`config.mk`:
```
export PLATFORM = sky130hd
export DESIGN_NAME = metric_lsh_bucket_hash_core
export DESIGN_NICKNAME = d
export VERILOG_FILES = /design/src/hdl/lbh_pkg.sv /design/src/hdl/lbh_front.sv /design/src/hdl/lbh_fifo.sv /design/src/hdl/lbh_div.sv /design/src/hdl/lbh_back.sv /design/src/hdl/metric_lsh_bucket_hash_core.sv
export VERILOG_INCLUDE_DIRS = /design/src /design/src/hdl
export SDC_FILE = /design/constraint.sdc
export NUM_CORES = 2
export LEC_CHECK = 0
export BUFFER_PORTS_ARGS = -buffer_cell sky130_fd_sc_hd__clkbuf_2
export CORE_ASPECT_RATIO = 0.7
export CORE_MARGIN = 5
export CORE_UTILIZATION = 66
export DETAILED_ROUTE_END_ITERATION = 10
export GPL_TIMING_DRIVEN = 0
export HOLD_SLACK_MARGIN = 0.1
export PLACE_DENSITY = 0.83
export SLEW_MARGIN = 20
export SYNTH_ARGS = -nofsm -noshare
export SYNTH_HDL_FRONTEND = slang
export SYNTH_HIERARCHICAL = 1
export SYNTH_SLANG_ARGS = --single-unit
```
`constraint.sdc`:
```
create_clock -name clk -period 19.45 [get_ports clk]
set_input_delay 1.945 -clock clk [delete_from_list [all_inputs] [get_ports clk]]
set_output_delay 1.945 -clock clk [all_outputs]
set_load 0.02 [all_outputs]
```
`src/hdl/assert_macros.svh`:
```
// Assertion macros used by the top level of the bucket hash core.
`ifndef ASSERT_MACROS_SVH
`define ASSERT_MACROS_SVH

// Check that a condition holds at every clock edge out of reset.
`define LBH_ASSERT_ALWAYS(lbl, cond) \
  lbl: assert property (@(posedge clk) disable iff (!rst_n) (cond)) \
    else $error("lbh check failed: condition broken");

// Check that a trigger is always accompanied by a condition in the same cycle.
`define LBH_ASSERT_IMPLIES(lbl, trig, cond) \
  lbl: assert property (@(posedge clk) disable iff (!rst_n) (trig) |-> (cond)) \
    else $error("lbh check failed: implication broken");

`endif

```
`src/hdl/lbh_pkg.sv`:
```
// Shared types and constants of the bucket hash core.
package lbh_pkg;

  localparam int MAX_PAIRS   = 16;
  localparam int QUEUE_DEPTH = 2;

  localparam int CFG_ADDR_W  = 3;
  localparam logic [CFG_ADDR_W-1:0] ADDR_BITS_IN_USE = 3'd0;
  localparam logic [4:0] BITS_IN_USE_RST = 5'd8;

  typedef struct packed {
    logic [15:0] dist_a;
    logic [15:0] dist_b;
    logic [15:0] dist_pair;
  } in_item_t;

  typedef struct packed {
    logic [15:0] bucket;
    logic        zero_divisor;
  } out_item_t;

  // One classified pair waiting for the divider.
  typedef struct packed {
    logic [32:0] mag;
    logic [16:0] divisor;
    logic        zero;
  } proj_job_t;

  typedef struct packed {
    logic        start;
    logic [32:0] dividend;
    logic [16:0] divisor;
  } div_req_t;

  typedef struct packed {
    logic        busy;
    logic        done;
    logic [31:0] quot;
  } div_rsp_t;

  typedef enum logic [2:0] {
    BK_IDLE,
    BK_DIV,
    BK_SCAN,
    BK_MED,
    BK_HASH
  } back_state_t;

endpackage

```
`src/hdl/lbh_front.sv`:
```
// Front end: accept pairs, square the distances and classify each pair.
module lbh_front (
  input  logic                 clk,
  input  logic                 rst_n,
  input  logic                 in_valid,
  output logic                 in_ready,
  input  lbh_pkg::in_item_t    in_data,
  output logic                 push,
  output lbh_pkg::proj_job_t   job,
  input  logic                 full
);

  logic        v1_r, v1_nxt;
  logic [31:0] asq_r, bsq_r, csq_r;
  logic [15:0] c_r;
  logic        accept;
  logic [32:0] pos, neg;

  assign in_ready = !v1_r || !full;
  assign accept   = in_valid && in_ready;
  assign push     = v1_r && !full;

  always_comb begin
    v1_nxt = v1_r;
    if (accept) begin
      v1_nxt = 1'b1;
    end else if (push) begin
      v1_nxt = 1'b0;
    end
  end

  always_ff @(posedge clk) begin
    if (!rst_n) begin
      v1_r <= 1'b0;
    end else begin
      v1_r <= v1_nxt;
    end
  end

  always_ff @(posedge clk) begin
    if (accept) begin
      asq_r <= 32'(in_data.dist_a) * 32'(in_data.dist_a);
      bsq_r <= 32'(in_data.dist_b) * 32'(in_data.dist_b);
      csq_r <= 32'(in_data.dist_pair) * 32'(in_data.dist_pair);
      c_r   <= in_data.dist_pair;
    end
  end

  // Magnitude of a^2 + b^2 - c^2, divisor 2c.
  always_comb begin
    pos         = {1'b0, asq_r} + {1'b0, bsq_r};
    neg         = {1'b0, csq_r};
    job.mag     = (pos >= neg) ? (pos - neg) : (neg - pos);
    job.divisor = {c_r, 1'b0};
    job.zero    = (c_r == 16'd0);
  end

endmodule

```
`src/hdl/lbh_fifo.sv`:
```
// Short queue of classified pairs between front and back end.
module lbh_fifo #(
  parameter int DEPTH = lbh_pkg::QUEUE_DEPTH
) (
  input  logic               clk,
  input  logic               rst_n,
  input  logic               push,
  input  lbh_pkg::proj_job_t wr_data,
  output logic               full,
  input  logic               pop,
  output logic               rd_valid,
  output lbh_pkg::proj_job_t rd_data
);

  localparam int PW = (DEPTH > 1) ? $clog2(DEPTH) : 1;
  localparam int CW = $clog2(DEPTH + 1);

  lbh_pkg::proj_job_t mem_r [DEPTH];
  logic [PW-1:0] wp_r, wp_nxt, rp_r, rp_nxt;
  logic [CW-1:0] cnt_r, cnt_nxt;

  assign full     = (cnt_r == CW'(DEPTH));
  assign rd_valid = (cnt_r != '0);
  assign rd_data  = mem_r[rp_r];

  always_comb begin
    wp_nxt  = wp_r;
    rp_nxt  = rp_r;
    cnt_nxt = cnt_r;
    if (push) begin
      wp_nxt = (wp_r == PW'(DEPTH - 1)) ? '0 : wp_r + 1'b1;
    end
    if (pop) begin
      rp_nxt = (rp_r == PW'(DEPTH - 1)) ? '0 : rp_r + 1'b1;
    end
    if (push && !pop) begin
      cnt_nxt = cnt_r + 1'b1;
    end else if (pop && !push) begin
      cnt_nxt = cnt_r - 1'b1;
    end
  end

  always_ff @(posedge clk) begin
    if (!rst_n) begin
      wp_r  <= '0;
      rp_r  <= '0;
      cnt_r <= '0;
    end else begin
      wp_r  <= wp_nxt;
      rp_r  <= rp_nxt;
      cnt_r <= cnt_nxt;
    end
  end

  always_ff @(posedge clk) begin
    if (push) begin
      mem_r[wp_r] <= wr_data;
    end
  end

endmodule

```
`src/hdl/lbh_div.sv`:
```
// Radix-2 restoring divider, 33-bit dividend by 17-bit divisor, one bit a cycle.
module lbh_div (
  input  logic              clk,
  input  logic              rst_n,
  input  lbh_pkg::div_req_t req,
  output lbh_pkg::div_rsp_t rsp
);

  logic        busy_r, busy_nxt, done_r, done_nxt;
  logic [5:0]  step_r, step_nxt;
  logic [32:0] dq_r, dq_nxt;
  logic [16:0] rem_r, rem_nxt, dvs_r;
  logic [17:0] trial;

  assign rsp.busy = busy_r;
  assign rsp.done = done_r;
  assign rsp.quot = dq_r[31:0];

  always_comb begin
    busy_nxt = busy_r;
    done_nxt = 1'b0;
    step_nxt = step_r;
    dq_nxt   = dq_r;
    rem_nxt  = rem_r;
    trial    = {rem_r, dq_r[32]};
    if (req.start) begin
      busy_nxt = 1'b1;
      step_nxt = '0;
      dq_nxt   = req.dividend;
      rem_nxt  = '0;
    end else if (busy_r) begin
      if (trial >= {1'b0, dvs_r}) begin
        rem_nxt = 17'(trial - {1'b0, dvs_r});
        dq_nxt  = {dq_r[31:0], 1'b1};
      end else begin
        rem_nxt = trial[16:0];
        dq_nxt  = {dq_r[31:0], 1'b0};
      end
      step_nxt = step_r + 1'b1;
      if (step_r == 6'd32) begin
        busy_nxt = 1'b0;
        done_nxt = 1'b1;
      end
    end
  end

  always_ff @(posedge clk) begin
    if (!rst_n) begin
      busy_r <= 1'b0;
      done_r <= 1'b0;
      step_r <= '0;
    end else begin
      busy_r <= busy_nxt;
      done_r <= done_nxt;
      step_r <= step_nxt;
    end
  end

  always_ff @(posedge clk) begin
    dq_r  <= dq_nxt;
    rem_r <= rem_nxt;
    if (req.start) begin
      dvs_r <= req.divisor;
    end
  end

endmodule

```
`src/hdl/lbh_back.sv`:
```
// Back end: run the divider, collect projections, find the median, build the bucket.
module lbh_back #(
  parameter int MAX_PAIRS = lbh_pkg::MAX_PAIRS
) (
  input  logic                            clk,
  input  logic                            rst_n,
  input  logic                            clear,
  input  logic [$clog2(MAX_PAIRS+1)-1:0]  k,
  input  logic                            job_valid,
  input  lbh_pkg::proj_job_t              job,
  output logic                            job_pop,
  output lbh_pkg::div_req_t               div_req,
  input  lbh_pkg::div_rsp_t               div_rsp,
  input  logic                            out_free,
  output logic                            out_load,
  output lbh_pkg::out_item_t              out_item
);

  localparam int CNT_W = $clog2(MAX_PAIRS + 1);
  localparam int IDX_W = (MAX_PAIRS > 1) ? $clog2(MAX_PAIRS) : 1;

  lbh_pkg::back_state_t state_r, state_nxt;
  logic [CNT_W-1:0] cnt_r, cnt_nxt;
  logic [IDX_W-1:0] j_r, j_nxt;
  logic             err_r, err_nxt;
  logic [31:0]      proj_r [MAX_PAIRS];
  logic [31:0]      lo_r, lo_nxt, hi_r, hi_nxt, med_r, med_nxt;
  logic             wr_en;
  logic [31:0]      wr_val;
  logic             store;
  logic [31:0]      cand;
  logic [CNT_W-1:0] lt_cnt, le_cnt, r_hi, r_lo;
  logic [32:0]      mid_sum;
  logic [31:0]      bucket_full;
  logic [4:0]       pos;

  assign r_hi = k >> 1;
  assign r_lo = r_hi - 1'b1;
  assign cand = proj_r[j_r];

  // Rank of the candidate among the live projections.
  always_comb begin
    lt_cnt = '0;
    le_cnt = '0;
    for (int i = 0; i < MAX_PAIRS; i++) begin
      if (CNT_W'(i) < k) begin
        if (proj_r[i] < cand) begin
          lt_cnt = lt_cnt + 1'b1;
        end
        if (proj_r[i] <= cand) begin
          le_cnt = le_cnt + 1'b1;
        end
      end
    end
  end

  always_comb begin
    bucket_full = '0;
    pos         = '0;
    for (int i = 0; i < MAX_PAIRS; i++) begin
      pos = 5'(k - CNT_W'(1) - CNT_W'(i));
      if (CNT_W'(i) < k && proj_r[i] >= med_r) begin
        bucket_full[pos] = 1'b1;
      end
    end
  end

  assign mid_sum = {1'b0, lo_r} + {1'b0, hi_r};

  always_comb begin
    state_nxt        = state_r;
    cnt_nxt          = cnt_r;
    j_nxt            = j_r;
    err_nxt          = err_r;
    lo_nxt           = lo_r;
    hi_nxt           = hi_r;
    med_nxt          = med_r;
    wr_en            = 1'b0;
    wr_val           = div_rsp.quot;
    store            = 1'b0;
    job_pop          = 1'b0;
    div_req.start    = 1'b0;
    div_req.dividend = job.mag;
    div_req.divisor  = job.divisor;
    out_load         = 1'b0;
    out_item.bucket       = bucket_full[15:0];
    out_item.zero_divisor = err_r;
    case (state_r)
      lbh_pkg::BK_IDLE: begin
        if (job_valid) begin
          job_pop = 1'b1;
          if (job.zero) begin
            wr_val  = '0;
            err_nxt = 1'b1;
            store   = 1'b1;
          end else begin
            div_req.start = 1'b1;
            state_nxt     = lbh_pkg::BK_DIV;
          end
        end
      end
      lbh_pkg::BK_DIV: begin
        if (div_rsp.done) begin
          store = 1'b1;
        end
      end
      lbh_pkg::BK_SCAN: begin
        if (lt_cnt <= r_hi && r_hi < le_cnt) begin
          hi_nxt = cand;
        end
        if (lt_cnt <= r_lo && r_lo < le_cnt) begin
          lo_nxt = cand;
        end
        j_nxt = j_r + 1'b1;
        if (CNT_W'(j_r) + CNT_W'(1) == k) begin
          state_nxt = lbh_pkg::BK_MED;
        end
      end
      lbh_pkg::BK_MED: begin
        med_nxt   = k[0] ? hi_r : mid_sum[32:1];
        state_nxt = lbh_pkg::BK_HASH;
      end
      lbh_pkg::BK_HASH: begin
        if (out_free) begin
          out_load  = 1'b1;
          cnt_nxt   = '0;
          err_nxt   = 1'b0;
          state_nxt = lbh_pkg::BK_IDLE;
        end
      end
      default: begin
        state_nxt = lbh_pkg::BK_IDLE;
      end
    endcase

    // Store one projection; close the set once k are in.
    if (store) begin
      wr_en = 1'b1;
      if (cnt_r + 1'b1 == k) begin
        j_nxt     = '0;
        state_nxt = lbh_pkg::BK_SCAN;
      end else begin
        cnt_nxt   = cnt_r + 1'b1;
        state_nxt = lbh_pkg::BK_IDLE;
      end
    end

    if (clear) begin
      cnt_nxt = '0;
      err_nxt = 1'b0;
    end
  end

  always_ff @(posedge clk) begin
    if (!rst_n) begin
      state_r <= lbh_pkg::BK_IDLE;
      cnt_r   <= '0;
      err_r   <= 1'b0;
      j_r     <= '0;
    end else begin
      state_r <= state_nxt;
      cnt_r   <= cnt_nxt;
      err_r   <= err_nxt;
      j_r     <= j_nxt;
    end
  end

  always_ff @(posedge clk) begin
    lo_r  <= lo_nxt;
    hi_r  <= hi_nxt;
    med_r <= med_nxt;
    if (wr_en) begin
      proj_r[cnt_r[IDX_W-1:0]] <= wr_val;
    end
  end

endmodule

```
`src/hdl/metric_lsh_bucket_hash_core.sv`:
```
// Top level of the pivot-pair projection bucket hash core.
// Usage:
//   Input channel (in_valid/in_ready/in_data) takes one pivot pair per transfer:
//   the object's distances to both pivots and the distance between the pivots.
//   After k pairs (bits_in_use, 0 read as 1, capped at 16), one bucket index
//   leaves (out_valid/out_ready/out_data), flagged on any zero pivot distance.
//   Configuration sits on an APB-style port; bits_in_use is at byte address 0.
//   Writing it abandons any set in progress.
// Flow:
//   The front squares the distances and queues each pair; the back divides
//   with a one-bit-per-cycle divider, so each pair passes through the back
//   as pop, 33 divide steps and store. A pair with a zero pivot distance
//   is stored in the same cycle as its pop. Closing a set adds one median
//   rank scan per stored projection, then a median step and the result load.
// Reset:
//   Clears the queue, counters and error flag; bits_in_use returns to 8.
// Stall:
//   The result register holds a finished bucket until out_ready; the back
//   then waits before loading the next one, the queue fills, and in_ready drops.
module metric_lsh_bucket_hash_core #(
  parameter int MAX_PAIRS   = lbh_pkg::MAX_PAIRS,
  parameter int QUEUE_DEPTH = lbh_pkg::QUEUE_DEPTH
) (
  input  logic                              clk,
  input  logic                              rst_n,
  input  logic                              in_valid,
  output logic                              in_ready,
  input  lbh_pkg::in_item_t                 in_data,
  output logic                              out_valid,
  input  logic                              out_ready,
  output lbh_pkg::out_item_t                out_data,
  input  logic                              cfg_psel,
  input  logic                              cfg_penable,
  input  logic                              cfg_pwrite,
  input  logic [lbh_pkg::CFG_ADDR_W-1:0]    cfg_paddr,
  input  logic [31:0]                       cfg_pwdata,
  output logic [31:0]                       cfg_prdata,
  output logic                              cfg_pready
);

  localparam int CNT_W = $clog2(MAX_PAIRS + 1);

  // Configuration register.
  logic [4:0]       biu_r, biu_nxt;
  logic             cfg_wr;
  logic [5:0]       k_sat;
  logic [CNT_W-1:0] k;

  // Front to queue, queue to back.
  logic               push, full, job_valid, job_pop;
  lbh_pkg::proj_job_t front_job, job;
  lbh_pkg::div_req_t  div_req;
  lbh_pkg::div_rsp_t  div_rsp;

  // Result register.
  logic               out_valid_r, out_valid_nxt, out_load, out_free;
  lbh_pkg::out_item_t out_data_r, out_item;

  assign cfg_pready = 1'b1;
  assign cfg_wr     = cfg_psel && cfg_penable && cfg_pwrite
                      && (cfg_paddr == lbh_pkg::ADDR_BITS_IN_USE);
  assign cfg_prdata = (cfg_paddr == lbh_pkg::ADDR_BITS_IN_USE) ? {27'd0, biu_r} : 32'd0;
  assign biu_nxt    = cfg_wr ? cfg_pwdata[4:0] : biu_r;

  // Zero counts as one pair; saturate at the store depth.
  always_comb begin
    k_sat = {1'b0, biu_r};
    if (k_sat == 6'd0) begin
      k_sat = 6'd1;
    end else if (k_sat > 6'(MAX_PAIRS)) begin
      k_sat = 6'(MAX_PAIRS);
    end
    k = CNT_W'(k_sat);
  end

  always_ff @(posedge clk) begin
    if (!rst_n) begin
      biu_r <= lbh_pkg::BITS_IN_USE_RST;
    end else begin
      biu_r <= biu_nxt;
    end
  end

  lbh_front u_front (
    .clk      (clk),
    .rst_n    (rst_n),
    .in_valid (in_valid),
    .in_ready (in_ready),
    .in_data  (in_data),
    .push     (push),
    .job      (front_job),
    .full     (full)
  );

  lbh_fifo #(.DEPTH(QUEUE_DEPTH)) u_fifo (
    .clk      (clk),
    .rst_n    (rst_n),
    .push     (push),
    .wr_data  (front_job),
    .full     (full),
    .pop      (job_pop),
    .rd_valid (job_valid),
    .rd_data  (job)
  );

  lbh_div u_div (
    .clk   (clk),
    .rst_n (rst_n),
    .req   (div_req),
    .rsp   (div_rsp)
  );

  lbh_back #(.MAX_PAIRS(MAX_PAIRS)) u_back (
    .clk       (clk),
    .rst_n     (rst_n),
    .clear     (cfg_wr),
    .k         (k),
    .job_valid (job_valid),
    .job       (job),
    .job_pop   (job_pop),
    .div_req   (div_req),
    .div_rsp   (div_rsp),
    .out_free  (out_free),
    .out_load  (out_load),
    .out_item  (out_item)
  );

  // Hold the result until the receiver takes the transfer.
  assign out_free  = !out_valid_r || out_ready;
  assign out_valid = out_valid_r;
  assign out_data  = out_data_r;

  always_comb begin
    out_valid_nxt = out_valid_r;
    if (out_load) begin
      out_valid_nxt = 1'b1;
    end else if (out_ready) begin
      out_valid_nxt = 1'b0;
    end
  end

  always_ff @(posedge clk) begin
    if (!rst_n) begin
      out_valid_r <= 1'b0;
    end else begin
      out_valid_r <= out_valid_nxt;
    end
  end

  always_ff @(posedge clk) begin
    if (out_load) begin
      out_data_r <= out_item;
    end
  end

  `include "assert_macros.svh"

  `LBH_ASSERT_IMPLIES(a_no_overflow, push, !full || job_pop)
  `LBH_ASSERT_IMPLIES(a_pop_has_data, job_pop, job_valid)
  `LBH_ASSERT_IMPLIES(a_div_start_idle, div_req.start, !div_rsp.busy)
  `LBH_ASSERT_IMPLIES(a_load_free, out_load, !out_valid_r || out_ready)

endmodule

```
; After elaboration in Yosys (flattened, before gate mapping)
; Memory sizes are Yosys's and may differ from the RTL's. A register that Yosys moved wholly into a read port is not among the register bits.
; Index checks and enable logic that the tools add are counted.
[totals]
memories = 2
ff_bits = 324
ram_bits = 612
in_bits = 90
wordCells = 464
out_inout_bits = 52
[classes]
n_mux = 173
order_cmp = 103
n_bitwise = 17
n_mul = 3
n_eq_ne = 16
add_sub_neg = 60
n_reduce_logical = 65
[mem_list]
columns = name, depth, width, read_ports, rd_clocked_by_memory_dff, write_ports, line
row1 = u_back.proj_r, 16, 32, 17, 1, 1, lbh_back.sv:26  ; logic [31:0] proj_r [MAX_PAIRS];
row2 = u_fifo.mem_r, 2, 50, 1, 1, 1, lbh_fifo.sv:18  ; lbh_pkg::proj_job_t mem_r [DEPTH];
[op_table]
columns = op, count
row1 = 32-bit greater-or-equal comparator, 16
row2 = 32-bit <= comparator, 16
row3 = 32-bit < comparator, 16
row4 = 5-bit two-way mux, 67
row5 = 16-bit two-way mux, 16
row6 = 16-bit OR, 15
row7 = 5-bit by 1-bit adder with 5-bit output (second input constant), 30
row8 = 32-bit two-way mux, 4
row9 = 33-bit two-way mux, 3
row10 = 5-bit by 6-bit < comparator with 1-bit output (second input constant), 16
row11 = 16-bit by 16-bit multiplier with 32-bit output, 3
row12 = 1-bit demux with 5-bit select, 16
row13 = 5-bit by 1-bit greater-or-equal comparator with 1-bit output (second input constant), 16
row14 = 32-bit by 32-bit adder with 33-bit output, 2
row15 = 1-bit two-way mux, 51
row16 = 1-bit logical AND, 41
row17 = 4-bit by 5-bit < comparator with 1-bit output (first input constant), 8
row18 = 5-bit by 4-bit subtractor with 5-bit output (second input constant), 8
row19 = 33-bit by 32-bit greater-or-equal comparator with 1-bit output, 1
row20 = 32-bit by 33-bit subtractor with 33-bit output, 1
row21 = 33-bit by 32-bit subtractor with 33-bit output, 1
row22 = 3-bit by 5-bit < comparator with 1-bit output (first input constant), 4
row23 = 5-bit by 3-bit subtractor with 5-bit output (second input constant), 4
row24 = 18-bit by 17-bit greater-or-equal comparator with 1-bit output, 1
row25 = other kinds (46), 81

; Longest topological paths before layout
[depth]
depth_word = 53
mapped_depth = 77
mapped_depth_nobuf = 74

; Cells and area by module
; Netlist, hierarchy kept.
[modules_own_cells]
columns = module, instances, area_per_inst_um2, cells_per_inst
row1 = lbh_back, 1, 53851.6, 4929
row2 = lbh_front, 1, 29385.7, 3241
row3 = lbh_div, 1, 4207.8, 386
row4 = lbh_fifo, 1, 3901.2, 181
row5 = metric_lsh_bucket_hash_core, 1, 1059.8, 88

; Least setup slack after synthesis
; Ideal clock, no wire load.
[synth_path]
path_type = register to register
startpoint = register u_back/j_r[0] (netlist name)
endpoint = register u_back.hi_r[0], enable pin
period_less_slack_ns = 16.431
required_ns = 19.000
path_stages_with_launch = 73
setup_slack_ns = 3.019
arrival_ns = 15.980
cell_sequence = dfxtp_1 clkbuf_1 clkbuf_1 buf_1 mux4_2 a22oi_1 and2_1 ha_1 nor2b_1 o21ai_0 nand2b_1 a21oi_1 nor2b_1 o21ai_0 nand2b_1 a21oi_1 nor2b_1 o21ai_0 [37 not listed] ha_1 mux2_2 o31a_1 ha_1 mux2_2 ha_1 mux2_2 ha_1 mux2_2 ha_1 mux2_2 ha_1 nor2b_1 o21a_1 o22ai_1 o21ba_2 o22a_1 a2111oi_2
[synth_lines]
columns = element, line
row1 = "end signal, assigned", lbh_back.sv:170  ; hi_r <= hi_nxt;
row2 = "end, declared", lbh_back.sv:27  ; logic [31:0] lo_r, lo_nxt, hi_r, hi_nxt, med_r, med_nxt;

==> flow_metrics.tcl <==
set metrics [dict create \
    gp_congestion 1.11 \
    cp.required_ns 19.89 \
    cts-htree-levels 3 \
    worstReg2RegStart "u_back/j_r[3]" \
    slowest_delay_ns 1.01 \
    ioPinCount 142 \
    clk_path_buf_depth 3 \
    initial_core_util 0.666 \
    path_max_fanout 17 \
    die_x_um 457 \
    syn-cell-area_mm2 0.0924 \
    die_h_um 323 \
    finalCritPeriodShare 0.987 \
    hold_viol_final 0 \
    synthCells 8824 \
    grt_pass1_wl_um 491000 \
    overflow 0 \
    rows 114 \
    viasPerCell 6.90 \
    avgSynthCellArea_um2 10.5 \
    ctsRootBufferMaster "clkbuf_16" \
    vias 76200 \
    setup_slack_ns 0.249 \
    finClkSkew_ns 0.0661 \
    drv_cap 0 \
    fillers 9972 \
    grt_max_degree 57 \
    postPlaceCellArea_mm2 0.0963 \
    antenna_left 0 \
    slowest_stage "clkbuf_1" \
    wirelength_um 346000 \
    critPathArrivalTime_ns 19.65 \
    areaGrowthSynthToFinish_pct 7.85 \
    status "finished clean" \
    core-area_mm2 0.139 \
    grt_pass1_vias 72700 \
    routedWlPerCell_um 31.3 \
    fmax_mhz 52.1 \
    worst_pin_slew_ns 1.41 \
    dp_hpwl_um 271000 \
    cts.hold.buffers_added 0 \
    maxSlewViolCount 0 \
    track_usage 0.457 \
    ys_warn_count 6 \
    crit_family "compound AO/OA/AOI/OAI gates" \
    p_leak_uw 0.0450 \
    hp-class "flip-flop to flip-flop" \
    cts.sinks 935 \
    setup_viol_count_final 0 \
    antenna_found_initial 23 \
    slew_headroom 0.0624 \
    drt_iter0_drc 11200 \
    cts.clk_slew.worst_paths_ns 0.07 \
    path_common_cell "ha_1" \
    start_kind "flip-flop" \
    end_kind "flip-flop" \
    final_area_mm2 0.0997 \
    finalCriticalPeriod_ns 19.20 \
    holdCritStartpoint "u_back/err_r" \
    insertion_delay_ns 0.75 \
    criticalPathCategory "flip-flop to flip-flop" \
    crit_buf_inv 10 \
    cts_inserted_buffers 98 \
    crit_start "u_back/j_r[3]" \
    cts_tree "built" \
    firstDrtPassIters 10 \
    fin_nets 11200 \
    io_buffers 84 \
    grt_setup_unrepaired "false" \
    timing.hold.ws_ns 0.466 \
    drcViolationCount 0 \
    ir_worst_vdd_uv 349 \
    power_density_mw_per_mm2 193 \
    pre_cts_ws_ns -0.00168 \
    die_area_mm2 0.148 \
    drive_gt1_frac 0.0955 \
]
[layout by cell type, fill, tap and decap left out, types with 192 or more instances in the layout]
master,instances
ha_1,1534
inv_1,1016
edfxtp_1,885
nand2_1,517
a21oi_1,510
fa_1,497
a21o_1,363
o21ai_0,345
nor2_1,301
and2_1,223
xnor2_1,206
nand4_1,192
[worst paths after layout]
| kind | end | cells past startpoint | slack (ns) |
|---|---|---|---|
| worst max-delay path | u_back/hi_r[1] | 73 | 0.25 |
| worst min-delay path | u_back/err_r | 2 | 0.47 |
| worst max register to register | u_back/hi_r[1] | 73 | 0.25 |
| worst min register to register | u_back/err_r | 2 | 0.47 |
[cell type report]
class,count,area [um^2],area share
Timing Repair Buffer,143,1190,0.0120
Antenna cell,26,65.1,0.000653
Clock buffer,118,2540,0.0255
Clock inverter,59,632,0.00634
Multi-Input combinational cell,6569,59700,0.599
Tap cell,1856,2320,0.0233
Inverter,1027,3860,0.0387
Buffer,318,1780,0.0179
Sequential cell,935,27600,0.277
[flip-flops by register name (all words and copies together) (netlist names), 31 cells and up, named ones only]
signal         flops
u_back/proj_r    512
u_fifo/mem_r     102
u_div/dq_r        33
u_back/hi_r       32
u_back/lo_r       32
u_back/med_r      32
u_front/asq_r     31
u_front/bsq_r     31
u_front/csq_r     31
[metal layers]
layer,vias to the layer above,GRT usage,wire length [um]
met3,929,0.301,70500
li1,32200,-,-
met4,30,0.154,14500
met1,37100,0.621,135000
met2,5943,0.572,124000
met5,-,0.0622,1160
[stage by stage]
step / utilization / power [uW] / cells / TNS, ns
floorplan: - / 13000 / 8850 / 0
CTS: 0.718 / 18700 / 11000 / 0
finish: 0.719 / 19200 / 11100 / 0
global route: 0.718 / 20500 / 11000 / 0
detailed placement: 0.695 / 16700 / 10800 / -0.00872
global placement: 0.687 / 16200 / 10800 / -119.14
[worst register-to-register path: cells and delay by family, from the launching register on]
kind                       cells  cell delay (ns)
buffers and inverters         10             2.84
AOI/OAI and AO/OA             23             5.70
muxes                          8             2.07
DFF                            1             0.58
and+or+nand+nor               15             2.41
adders and majority gates     17             5.29
[power by group]
part	switching (uW)	total (uW)	internal, uW
Combinational	8560	13900	5320
Clock	889	1950	1060
Sequential	152	3390	3240
Total	9600	19200	9620
[timing repair]
action,in CTS,in global routing
pin swaps,0,1
endpoints found under the hold margin,0,0
resized for setup,1,43
endpoints found under the setup margin,8,64
setup buffers,0,2
Note: power is estimated with default switching activity, not from simulation.
